**config.mk**
```make
export PLATFORM = sky130hd
export DESIGN_NAME = utf8_codepoint_decoder_core
export DESIGN_NICKNAME = d
export VERILOG_FILES = /design/src/utf8d_pkg.sv /design/src/utf8d_front.sv /design/src/utf8d_queue.sv /design/src/utf8d_back.sv /design/src/utf8_codepoint_decoder_core.sv
export SDC_FILE = /design/constraint.sdc
export NUM_CORES = 1
export LEC_CHECK = 0
export ABC_CLOCK_PERIOD_IN_PS = 6550
export BUFFER_PORTS_ARGS = -buffer_cell sky130_fd_sc_hd__buf_4
export CAP_MARGIN = 20
export CELL_PAD_IN_SITES_DETAIL_PLACEMENT = 1
export CELL_PAD_IN_SITES_GLOBAL_PLACEMENT = 1
export CORE_ASPECT_RATIO = 0.7
export CORE_MARGIN = 3
export CORE_UTILIZATION = 25
export CTS_BUF_LIST = sky130_fd_sc_hd__clkbuf_2 sky130_fd_sc_hd__clkbuf_4 sky130_fd_sc_hd__clkbuf_8
export DETAILED_ROUTE_END_ITERATION = 7
export PLACE_DENSITY_LB_ADDON = 0.25
export RECOVER_POWER = 25
export REMOVE_ABC_BUFFERS = 1
export SKIP_CTS_REPAIR_TIMING = 1
export SYNTH_ARGS = -nofsm -noshare
export SYNTH_HDL_FRONTEND = slang
export SYNTH_HIERARCHICAL = 1
export SYNTH_SLANG_ARGS = --single-unit
export TNS_END_PERCENT = 1
```
**constraint.sdc**
```tcl
create_clock -name clk -period 6.55 [get_ports clk]
set_input_delay 0.9825 -clock clk [delete_from_list [all_inputs] [get_ports clk]]
set_output_delay 0.9825 -clock clk [all_outputs]
set_load 0.03 [all_outputs]
```
**src/utf8d_pkg.sv**
```systemverilog
// shared types and constants for the utf-8 code point decoder
// no dependencies

package utf8d_pkg;

  localparam int unsigned QUEUE_DEPTH = 4;

  localparam logic [20:0] REPL_CP = 21'h00FFFD;

  localparam logic [7:0] MASK_CONT_TAG = 8'hC0;
  localparam logic [7:0] CONT_TAG      = 8'h80;
  localparam logic [7:0] MASK_CONT_VAL = 8'h3F;
  localparam logic [7:0] MASK_LEAD2    = 8'hE0;
  localparam logic [7:0] TAG_LEAD2     = 8'hC0;
  localparam logic [7:0] MASK_LEAD3    = 8'hF0;
  localparam logic [7:0] TAG_LEAD3     = 8'hE0;
  localparam logic [7:0] MASK_LEAD4    = 8'hF8;
  localparam logic [7:0] TAG_LEAD4     = 8'hF0;
  localparam logic [7:0] VAL_LEAD2     = 8'h1F;
  localparam logic [7:0] VAL_LEAD3     = 8'h0F;
  localparam logic [7:0] VAL_LEAD4     = 8'h07;

  // one run of results caused by one input byte
  typedef struct packed {
    logic [1:0]  n_repl;
    logic        has_tail;
    logic [20:0] cp;
    logic        tail_repl;
    logic        tail_end;
    logic [2:0]  tail_used;
  } run_t;

endpackage

```
**src/utf8d_front.sv**
```systemverilog
// front end: accepts bytes, tracks the open sequence and classifies each byte
// into a run descriptor; depends on utf8d_pkg

module utf8d_front (
  input  logic              clk,
  input  logic              rst_n,
  input  logic              acc,
  input  logic [7:0]        byte_in,
  output logic              push,
  output utf8d_pkg::run_t   run
);

  logic [20:0] pv_r, pv_nxt;
  logic [1:0]  exp_r, exp_nxt;
  logic [1:0]  taken_r, taken_nxt;

  logic [2:0]  taken_inc;
  logic [20:0] pv_cont;
  logic        is_cont;

  always_comb begin
    is_cont   = (byte_in & utf8d_pkg::MASK_CONT_TAG) == utf8d_pkg::CONT_TAG;
    taken_inc = {1'b0, taken_r} + 3'd1;
    pv_cont   = {pv_r[14:0], byte_in[5:0] & utf8d_pkg::MASK_CONT_VAL[5:0]};

    pv_nxt    = pv_r;
    exp_nxt   = exp_r;
    taken_nxt = taken_r;

    run           = '0;
    run.n_repl    = 2'd0;
    run.has_tail  = 1'b0;

    if (exp_r != 2'd0 && is_cont) begin
      pv_nxt    = pv_cont;
      taken_nxt = taken_inc[1:0];
      if (taken_inc >= {1'b0, exp_r}) begin
        run.has_tail  = 1'b1;
        run.cp        = pv_cont;
        run.tail_used = {1'b0, exp_r} + 3'd1;
        pv_nxt        = '0;
        exp_nxt       = 2'd0;
        taken_nxt     = 2'd0;
      end
    end else begin
      // broken sequence: lead plus taken continuations become replacements
      if (exp_r != 2'd0) begin
        run.n_repl = (taken_r >= 2'd2) ? 2'd3 : taken_r + 2'd1;
      end
      pv_nxt    = '0;
      exp_nxt   = 2'd0;
      taken_nxt = 2'd0;
      if (byte_in == 8'd0) begin
        run.has_tail  = 1'b1;
        run.cp        = '0;
        run.tail_end  = 1'b1;
        run.tail_used = 3'd0;
      end else if (!byte_in[7]) begin
        run.has_tail  = 1'b1;
        run.cp        = {13'd0, byte_in};
        run.tail_used = 3'd1;
      end else if ((byte_in & utf8d_pkg::MASK_LEAD2) == utf8d_pkg::TAG_LEAD2) begin
        exp_nxt = 2'd1;
        pv_nxt  = {13'd0, byte_in & utf8d_pkg::VAL_LEAD2};
      end else if ((byte_in & utf8d_pkg::MASK_LEAD3) == utf8d_pkg::TAG_LEAD3) begin
        exp_nxt = 2'd2;
        pv_nxt  = {13'd0, byte_in & utf8d_pkg::VAL_LEAD3};
      end else if ((byte_in & utf8d_pkg::MASK_LEAD4) == utf8d_pkg::TAG_LEAD4) begin
        exp_nxt = 2'd3;
        pv_nxt  = {13'd0, byte_in & utf8d_pkg::VAL_LEAD4};
      end else begin
        run.has_tail  = 1'b1;
        run.cp        = utf8d_pkg::REPL_CP;
        run.tail_repl = 1'b1;
        run.tail_used = 3'd1;
      end
    end

    push = acc && (run.n_repl != 2'd0 || run.has_tail);
  end

  always_ff @(posedge clk) begin
    if (!rst_n) begin
      pv_r    <= '0;
      exp_r   <= 2'd0;
      taken_r <= 2'd0;
    end else if (acc) begin
      pv_r    <= pv_nxt;
      exp_r   <= exp_nxt;
      taken_r <= taken_nxt;
    end
  end

endmodule

```
**src/utf8d_queue.sv**
```systemverilog
// small fifo of run descriptors between front and back end
// depends on utf8d_pkg

module utf8d_queue #(
  parameter int unsigned DEPTH = utf8d_pkg::QUEUE_DEPTH
) (
  input  logic              clk,
  input  logic              rst_n,
  input  logic              push,
  input  utf8d_pkg::run_t   wr_data,
  input  logic              pop,
  output utf8d_pkg::run_t   rd_data,
  output logic              full,
  output logic              empty
);

  localparam int unsigned PW = (DEPTH > 1) ? $clog2(DEPTH) : 1;
  localparam int unsigned CW = $clog2(DEPTH + 1);
  localparam logic [PW-1:0] LAST_PTR = PW'(DEPTH - 1);

  utf8d_pkg::run_t mem_r [DEPTH];
  logic [PW-1:0] wr_ptr_r, rd_ptr_r;
  logic [CW-1:0] cnt_r;
  logic          do_push, do_pop;

  assign full    = cnt_r == CW'(DEPTH);
  assign empty   = cnt_r == '0;
  assign do_push = push && !full;
  assign do_pop  = pop && !empty;
  assign rd_data = mem_r[rd_ptr_r];

  always_ff @(posedge clk) begin
    if (do_push) begin
      mem_r[wr_ptr_r] <= wr_data;
    end
  end

  always_ff @(posedge clk) begin
    if (!rst_n) begin
      wr_ptr_r <= '0;
      rd_ptr_r <= '0;
      cnt_r    <= '0;
    end else begin
      if (do_push) begin
        wr_ptr_r <= (wr_ptr_r == LAST_PTR) ? '0 : wr_ptr_r + PW'(1);
      end
      if (do_pop) begin
        rd_ptr_r <= (rd_ptr_r == LAST_PTR) ? '0 : rd_ptr_r + PW'(1);
      end
      if (do_push && !do_pop) begin
        cnt_r <= cnt_r + CW'(1);
      end else if (do_pop && !do_push) begin
        cnt_r <= cnt_r - CW'(1);
      end
    end
  end

endmodule

```
**src/utf8d_back.sv**
```systemverilog
// back end: expands run descriptors into result transfers in the output
// register, one per cycle while the receiver is ready; depends on utf8d_pkg

module utf8d_back (
  input  logic              clk,
  input  logic              rst_n,
  input  utf8d_pkg::run_t   head,
  input  logic              head_valid,
  output logic              pop,
  output logic              out_valid,
  input  logic              out_ready,
  output logic [20:0]       out_code_point,
  output logic              out_is_replacement,
  output logic              out_end_of_text,
  output logic [2:0]        out_bytes_used,
  output logic              out_last_of_run
);

  logic [1:0]  idx_r, idx_nxt;
  logic        valid_r;
  logic [20:0] cp_r, cp_nxt;
  logic        repl_r, repl_nxt;
  logic        end_r, end_nxt;
  logic [2:0]  used_r, used_nxt;
  logic        last_r, last_nxt;
  logic        load, in_repl;

  always_comb begin
    load    = head_valid && (!valid_r || out_ready);
    in_repl = idx_r < head.n_repl;
    if (in_repl) begin
      cp_nxt   = utf8d_pkg::REPL_CP;
      repl_nxt = 1'b1;
      end_nxt  = 1'b0;
      used_nxt = 3'd1;
      last_nxt = (idx_r == head.n_repl - 2'd1) && !head.has_tail;
    end else begin
      cp_nxt   = head.cp;
      repl_nxt = head.tail_repl;
      end_nxt  = head.tail_end;
      used_nxt = head.tail_used;
      last_nxt = 1'b1;
    end
    pop     = load && last_nxt;
    idx_nxt = idx_r;
    if (load) begin
      idx_nxt = last_nxt ? 2'd0 : idx_r + 2'd1;
    end
  end

  always_ff @(posedge clk) begin
    if (!rst_n) begin
      valid_r <= 1'b0;
      idx_r   <= 2'd0;
    end else begin
      idx_r <= idx_nxt;
      if (load) begin
        valid_r <= 1'b1;
      end else if (out_ready) begin
        valid_r <= 1'b0;
      end
    end
  end

  always_ff @(posedge clk) begin
    if (load) begin
      cp_r   <= cp_nxt;
      repl_r <= repl_nxt;
      end_r  <= end_nxt;
      used_r <= used_nxt;
      last_r <= last_nxt;
    end
  end

  assign out_valid          = valid_r;
  assign out_code_point     = cp_r;
  assign out_is_replacement = repl_r;
  assign out_end_of_text    = end_r;
  assign out_bytes_used     = used_r;
  assign out_last_of_run    = last_r;

endmodule

```
**src/utf8_codepoint_decoder_core.sv**
```systemverilog
// top level of the utf-8 code point decoder
// depends on utf8d_pkg, utf8d_front, utf8d_queue, utf8d_back
//
// input channel: one text byte per transfer on in_byte_in (in_valid/in_ready);
// a zero byte ends the text, gives an end result and clears the decoder.
// result channel: out_valid/out_ready with code point, replacement flag,
// end flag, bytes used and a last flag on the final result of each byte.
// a byte yields zero to four results; lead and inner continuation bytes
// yield none, a broken sequence yields replacements then the fresh decode.
// a byte's run is written into the queue at the accepting edge; the back end
// then loads each result into the output register that drives out_valid.
// the front end takes one byte per cycle while in_ready is high; the back
// end emits one result per cycle unless out_ready stalls it, so bytes with
// several results are absorbed by a QUEUE_DEPTH entry run queue between the
// front and back end. in_ready drops only when that queue is full.
// reset (rst_n low, synchronous) clears the sequence state, queue and
// output register. when the receiver stalls the output register holds,
// the queue fills and in_ready then falls until results drain.

module utf8_codepoint_decoder_core #(
  parameter int unsigned QUEUE_DEPTH = utf8d_pkg::QUEUE_DEPTH
) (
  input  logic        clk,
  input  logic        rst_n,
  input  logic        in_valid,
  output logic        in_ready,
  input  logic [7:0]  in_byte_in,
  output logic        out_valid,
  input  logic        out_ready,
  output logic [20:0] out_code_point,
  output logic        out_is_replacement,
  output logic        out_end_of_text,
  output logic [2:0]  out_bytes_used,
  output logic        out_last_of_run
);

  utf8d_pkg::run_t run, head;
  logic push, pop, full, empty, acc;

  assign in_ready = !full;
  assign acc      = in_valid && in_ready;

  utf8d_front u_front (
    .clk     (clk),
    .rst_n   (rst_n),
    .acc     (acc),
    .byte_in (in_byte_in),
    .push    (push),
    .run     (run)
  );

  utf8d_queue #(
    .DEPTH (QUEUE_DEPTH)
  ) u_queue (
    .clk     (clk),
    .rst_n   (rst_n),
    .push    (push),
    .wr_data (run),
    .pop     (pop),
    .rd_data (head),
    .full    (full),
    .empty   (empty)
  );

  utf8d_back u_back (
    .clk                (clk),
    .rst_n              (rst_n),
    .head               (head),
    .head_valid         (!empty),
    .pop                (pop),
    .out_valid          (out_valid),
    .out_ready          (out_ready),
    .out_code_point     (out_code_point),
    .out_is_replacement (out_is_replacement),
    .out_end_of_text    (out_end_of_text),
    .out_bytes_used     (out_bytes_used),
    .out_last_of_run    (out_last_of_run)
  );

endmodule
```
Word level (Yosys, flattened, before mapping)
Memory sizes are Yosys's and may differ from the RTL's. A register that Yosys moved wholly into a read port is not among the register bits.
Index checks and enable logic that the tools add are counted.
{"block": "totals", "ram_bits": 116, "reg_bits": 56, "memories": 1, "input_bits": 12, "out_inout_bits": 29, "word_cells": 109}
{"block": "op_classes", "order_cmp": 3, "add_sub_neg": 9, "n_reduce_logical": 25, "n_mux": 49, "eq_ne": 9}
{"memory": "u_queue.mem_r", "words": 4, "width": 29, "read_ports": 1, "rd_ports_with_merged_regs": 1, "write_ports": 1, "line_no": "utf8d_queue.sv:21", "text": "utf8d_pkg::run_t mem_r [DEPTH];"}
{"cell": "$mux W15", "n": 6}
{"cell": "$mux W22", "n": 4}
{"cell": "$mux W23", "n": 3}
{"cell": "$mux W2", "n": 18}
{"cell": "$mux W3", "n": 9}
{"cell": "$logic_and A1 B1 Y1", "n": 10}
{"cell": "$mux W1", "n": 9}
{"cell": "$add A2 B1 Y2 const B", "n": 4}
{"cell": "$logic_not A8 Y1", "n": 1}
{"cell": "$reduce_bool A2 Y1", "n": 4}
{"cell": "$add A2 B1 Y3 const B", "n": 2}
{"cell": "$eq A2 B2 Y1 const B", "n": 3}
{"cell": "$eq A3 B3 Y1 const B", "n": 2}
{"cell": "$logic_not A1 Y1", "n": 6}
{"cell": "$eq A5 B5 Y1 const B", "n": 1}
{"cell": "$eq A4 B4 Y1 const B", "n": 1}
{"cell": "$add A3 B1 Y3 const B", "n": 1}
{"cell": "$ge A3 B2 Y1", "n": 1}
{"cell": "$logic_not A3 Y1", "n": 1}
{"cell": "$sub A3 B1 Y3 const B", "n": 1}
{"cell": "$eq A2 B2 Y1", "n": 1}
{"cell": "$ge A2 B2 Y1 const B", "n": 1}
{"cell": "$logic_or A1 B1 Y1", "n": 2}
{"cell": "$lt A2 B2 Y1", "n": 1}
{"cell": "other kinds (3)", "n": 3}

Longest topological paths before layout
{"block": "logic_depth", "depth_word": 14, "ltp_mapped": 15, "mapped_depth_nobuf": 13}

By module
Netlist, hierarchy kept.
{"mod": "utf8d_queue", "n_inst": 1, "area_per_inst_um2": 4673.2, "cells_each": 202, "seq_area_each_um2": 3663.5}
{"mod": "utf8d_back", "n_inst": 1, "area_per_inst_um2": 1212.4, "cells_each": 86, "seq_area_each_um2": 870.8}
{"mod": "utf8d_front", "n_inst": 1, "area_per_inst_um2": 1199.9, "cells_each": 139, "seq_area_each_um2": 380.4}
{"mod": "utf8_codepoint_decoder_core", "n_inst": 1, "area_per_inst_um2": 13.8, "cells_each": 3, "seq_area_each_um2": 0.0}

Worst setup path after synthesis
Ideal clock, no wire load.
{"block": "synth_path", "path_type": "register to register", "startpoint": "reg u_front.taken_r[0]", "endpoint": "reg u_queue.cnt_r[2]", "setup_ns": 0.076, "path_stages_with_launch": 14, "required_ns": 6.474, "path_slack_ns": 3.132, "t_arrival_ns": 3.342, "synth_period_minus_slack_ns": 3.418, "n_path_buf": 1, "cell_sequence": "dfxtp_1 > inv_1 > fa_1 > o311a_1 > nor2_1 > o21a_1 > nor2b_1 > buf_2 > ha_1 > inv_1 > fa_1 > xor2_1 > or3_1 > a21boi_0"}
{"element": "start, declared", "line_no": "utf8d_front.sv:15", "text": "logic [1:0] taken_r, taken_nxt;"}
{"element": "start signal, assigned", "line_no": "utf8d_front.sv:90", "text": "taken_r <= taken_nxt;"}
{"element": "end signal, assigned", "line_no": "utf8d_queue.sv:51", "text": "cnt_r <= cnt_r + CW'(1);"}
{"element": "end signal, assigned", "line_no": "utf8d_queue.sv:53", "text": "cnt_r <= cnt_r - CW'(1);"}
{"element": "end, declared", "line_no": "utf8d_queue.sv:23", "text": "logic [CW-1:0] cnt_r;"}

==> impl_metrics.ini <==
[die]
die_area_sq_um = 30500
initial_core_util_pct = 26.0
dieHeight_um = 147
core_sq_um = 27300
num_rows = 50
die-width_um = 207
io_pins = 41

[cells_and_area]
fillers = 2877
multiInputGateArea_sq_um = 1990
antenna_cells = 0
seq_area_sq_um = 4920
fin_cells = 851
drive_gt1_share_pct = 20.5
nets = 502
syn_to_final_growth_pct = 13.1

[job]
maxCapViolations = 0

[critical_path]
worstPathMaxFanout = 8
end_kind = register
critPathKind = register to register
cp.arrival_ns = 4.48
start_kind = register
worstPathRequired_ns = 6.92

[power_and_ir_drop]
powerDensity_nw_per_um2 = 395
switching_share_pct = 33.9
pwr-share-clk_pct = 22.5
ir_worst_vdd_mv = 0.140
p_comb_share_pct = 29.7
power_frac_seq_pct = 47.8
power.switching_uw = 1080
p_int_uw = 2100
power.leakage_uw = 0.00269

[hold_path]
hold_class = register to register

[timing]
holdWs_ns = 0.506
tns_ns = 0
worst_pin_slew_ns = 1.35
fin_crit_ns = 4.11
post-route-period-util_pct = 62.8
relSlewSlack_pct = 9.91
fmax_mhz = 243
skew_ns = 0.0106
setup_violations = 0
rsz0062_at_grt = false
final_max_slew_viol_count = 0
hold_viol = 0

[global_route]
grt_max_degree = 31
grt_antenna_before_repair = 0
grt_pass1_vias = 4106
overflow = 0
grt_usage_pct = 11.0
grt_pass1_wl_mm = 25.1

[place]
io_buffers = 40
gp_congestion = 0.722
dp.final_hpwl_mm = 10.3
dp.cells = 819

[yosys]
yosys.area.top_type = edfxtp_1
synthCells = 430
yosysUniqueCellTypes = 52
yosys-top-cells-count = 143 x edfxtp_1, 31 x dfxtp_1, 28 x mux4_2
syn_area_sq_um = 7100
avgSynthCellArea_sq_um = 16.5
ys.flop_type = edfxtp_1
yosysMostFrequentCell = edfxtp_1
ys_seq_elements = 174
synthTopCellsByArea = edfxtp_1 60%, mux4_2 8.9%, dfxtp_1 8.7%
synth_top_area_share_pct = 60.5
yosysWarnings = 6
async_reset_ff_share_pct = 0
ys_seq_area_share_pct = 69.2
synth-edff-count = 143

[clock_network]
ctsHtreeMaxLevel = 4
clkSinkCount = 174
path_clk_slew_ns = 0.09
cts_max_path_buffers = 2
root_buffer = clkbuf_8
numCtsBuffers = 17
clk_latency_ns = 0.45
cts_tree = built

[drt]
via_count = 3720
drt-wirelength-per-cell_um = 19.0
wirelength_mm = 16.1
drc = 0
routed_via_density = 4.37
drtPass1Iterations = 4
drt-initial-drc-count = 208
ant_nets = 0

[run_status]
outcome = complete, no violations
==> flip-flops by register name, indices dropped and copies added (netlist names), named ones only <==
| name | count |
|---|---|
| u_queue/mem_r | 116 |
| u_back/out_code_point | 21 |
| u_front/pv_r | 15 |
| u_back/out_bytes_used | 3 |
| u_queue/cnt_r | 3 |
| u_back/idx_r | 2 |
| u_front/exp_r | 2 |
| u_front/taken_r | 2 |
| u_queue/rd_ptr_r | 2 |
| u_queue/wr_ptr_r | 2 |
| u_back/out_end_of_text | 1 |
| u_back/out_is_replacement | 1 |
| u_back/out_last_of_run | 1 |
| u_back/out_valid | 1 |
==> power groups by stage <==
stage	sequential [uW]	clock [uW]	combinational, uW
floorplan	1720	0	472
global placement	1540	0	1030
detailed placement	1540	0	1040
CTS	1520	750	1040
global route	1540	793	1040
finish	1520	715	940
==> area by class of cell <==
cell class	instances	area share, %
clock buffer	18	3.01
timing repair buffer	45	2.76
tap	364	5.67
clock inverter	14	1.57
inverter	19	0.889
multi-input combinational	217	24.8
sequential	174	61.2
==> layer usage <==
| metal | global-route usage [%] | share of wire, % | vias to the layer above |
|---|---|---|---|
| li1 | - | - | 1711 |
| met1 | 15.5 | 50 | 1934 |
| met2 | 16.9 | 45 | 67 |
| met3 | 3.05 | 4.1 | 8 |
| met4 | 2.24 | 0.77 | 0 |
| met5 | 0 | 0 | - |
==> cell usage in the layout (no fill, tap or decap), drive strengths merged, types with 2 or more instances in the layout <==
| cell | Yosys | layout |
|---|---|---|
| nand2b | 2 | 2 |
| a21boi | 2 | 2 |
| and2 | 7 | 7 |
| inv | 19 | 19 |
| o311a | 2 | 2 |
| o21a | 6 | 6 |
| or4 | 2 | 2 |
| a31oi | 2 | 2 |
| or2 | 19 | 19 |
| xnor2 | 4 | 4 |
| a21o | 9 | 9 |
| edfxtp | 143 | 143 |
| nand2 | 13 | 13 |
| and3 | 7 | 7 |
| dfxtp | 31 | 31 |
| nor3b | 2 | 2 |
| mux2i | 14 | 14 |
| clkinv | 0 | 10 |
| a22o | 2 | 2 |
| o21ai | 11 | 11 |
| nand4 | 2 | 2 |
| mux4 | 29 | 29 |
| nand3 | 11 | 11 |
| buf | 10 | 13 |
| clkbuf | 10 | 50 |
| o31ai | 2 | 2 |
| nor3 | 3 | 3 |
| a21oi | 9 | 9 |
| ha | 14 | 14 |
| fa | 2 | 2 |
| nor2b | 13 | 13 |
| bufinv | 0 | 2 |
| nor2 | 20 | 20 |
| clkinvlp | 0 | 2 |
==> stage by stage <==
stage / instance area, sq um / worst slack [ns] / total power, uW / util [%]
finish: 8030 / 2.44 / 3170 / 29.4
global route: 8030 / 2.11 / 3370 / 29.4
CTS: 8150 / 2.42 / 3320 / 29.8
detailed placement: 7780 / 2.34 / 2590 / 28.5
global placement: 7780 / 2.49 / 2570 / 28.5
floorplan: 6980 / 1.66 / 2190 / -
==> worst max-delay path: stages, from the launching register on <==
cell and delay (ns):
dfxtp_1 0.44, inv_1 0.11, fa_1 0.52, o311a_1 0.44, nor2_1 0.44, o21a_1 0.20
nor2b_1 0.44, ha_1 0.29, inv_1 0.07, fa_1 0.43, xor2_1 0.16, or3_1 0.31
a21boi_0 0.19
==> final timing paths <==
path	start	to	slack [ns]	depth (start not counted)
max	u_front/taken_r[0]	u_queue/cnt_r[2]	2.44	12
min	u_front/pv_r[11]	u_front/pv_r[11]	0.51	2
max reg2reg	u_front/taken_r[0]	u_queue/cnt_r[2]	2.44	12
min reg2reg	u_front/pv_r[11]	u_front/pv_r[11]	0.51	2
==> cells by family (layout without fill, tap and decap cells) <==
logic type	after synthesis	in the layout	share of synthesized area [%]
flops	174	174	69.2
simple gates	105	105	8.34
compound gates	47	47	4.58
mux	44	44	11.4
buf+inv	39	96	2.71
fa+ha+maj	16	16	3.03
xor+xnor	5	5	0.723
No activity file was read; power rests on OpenSTA's default activity.
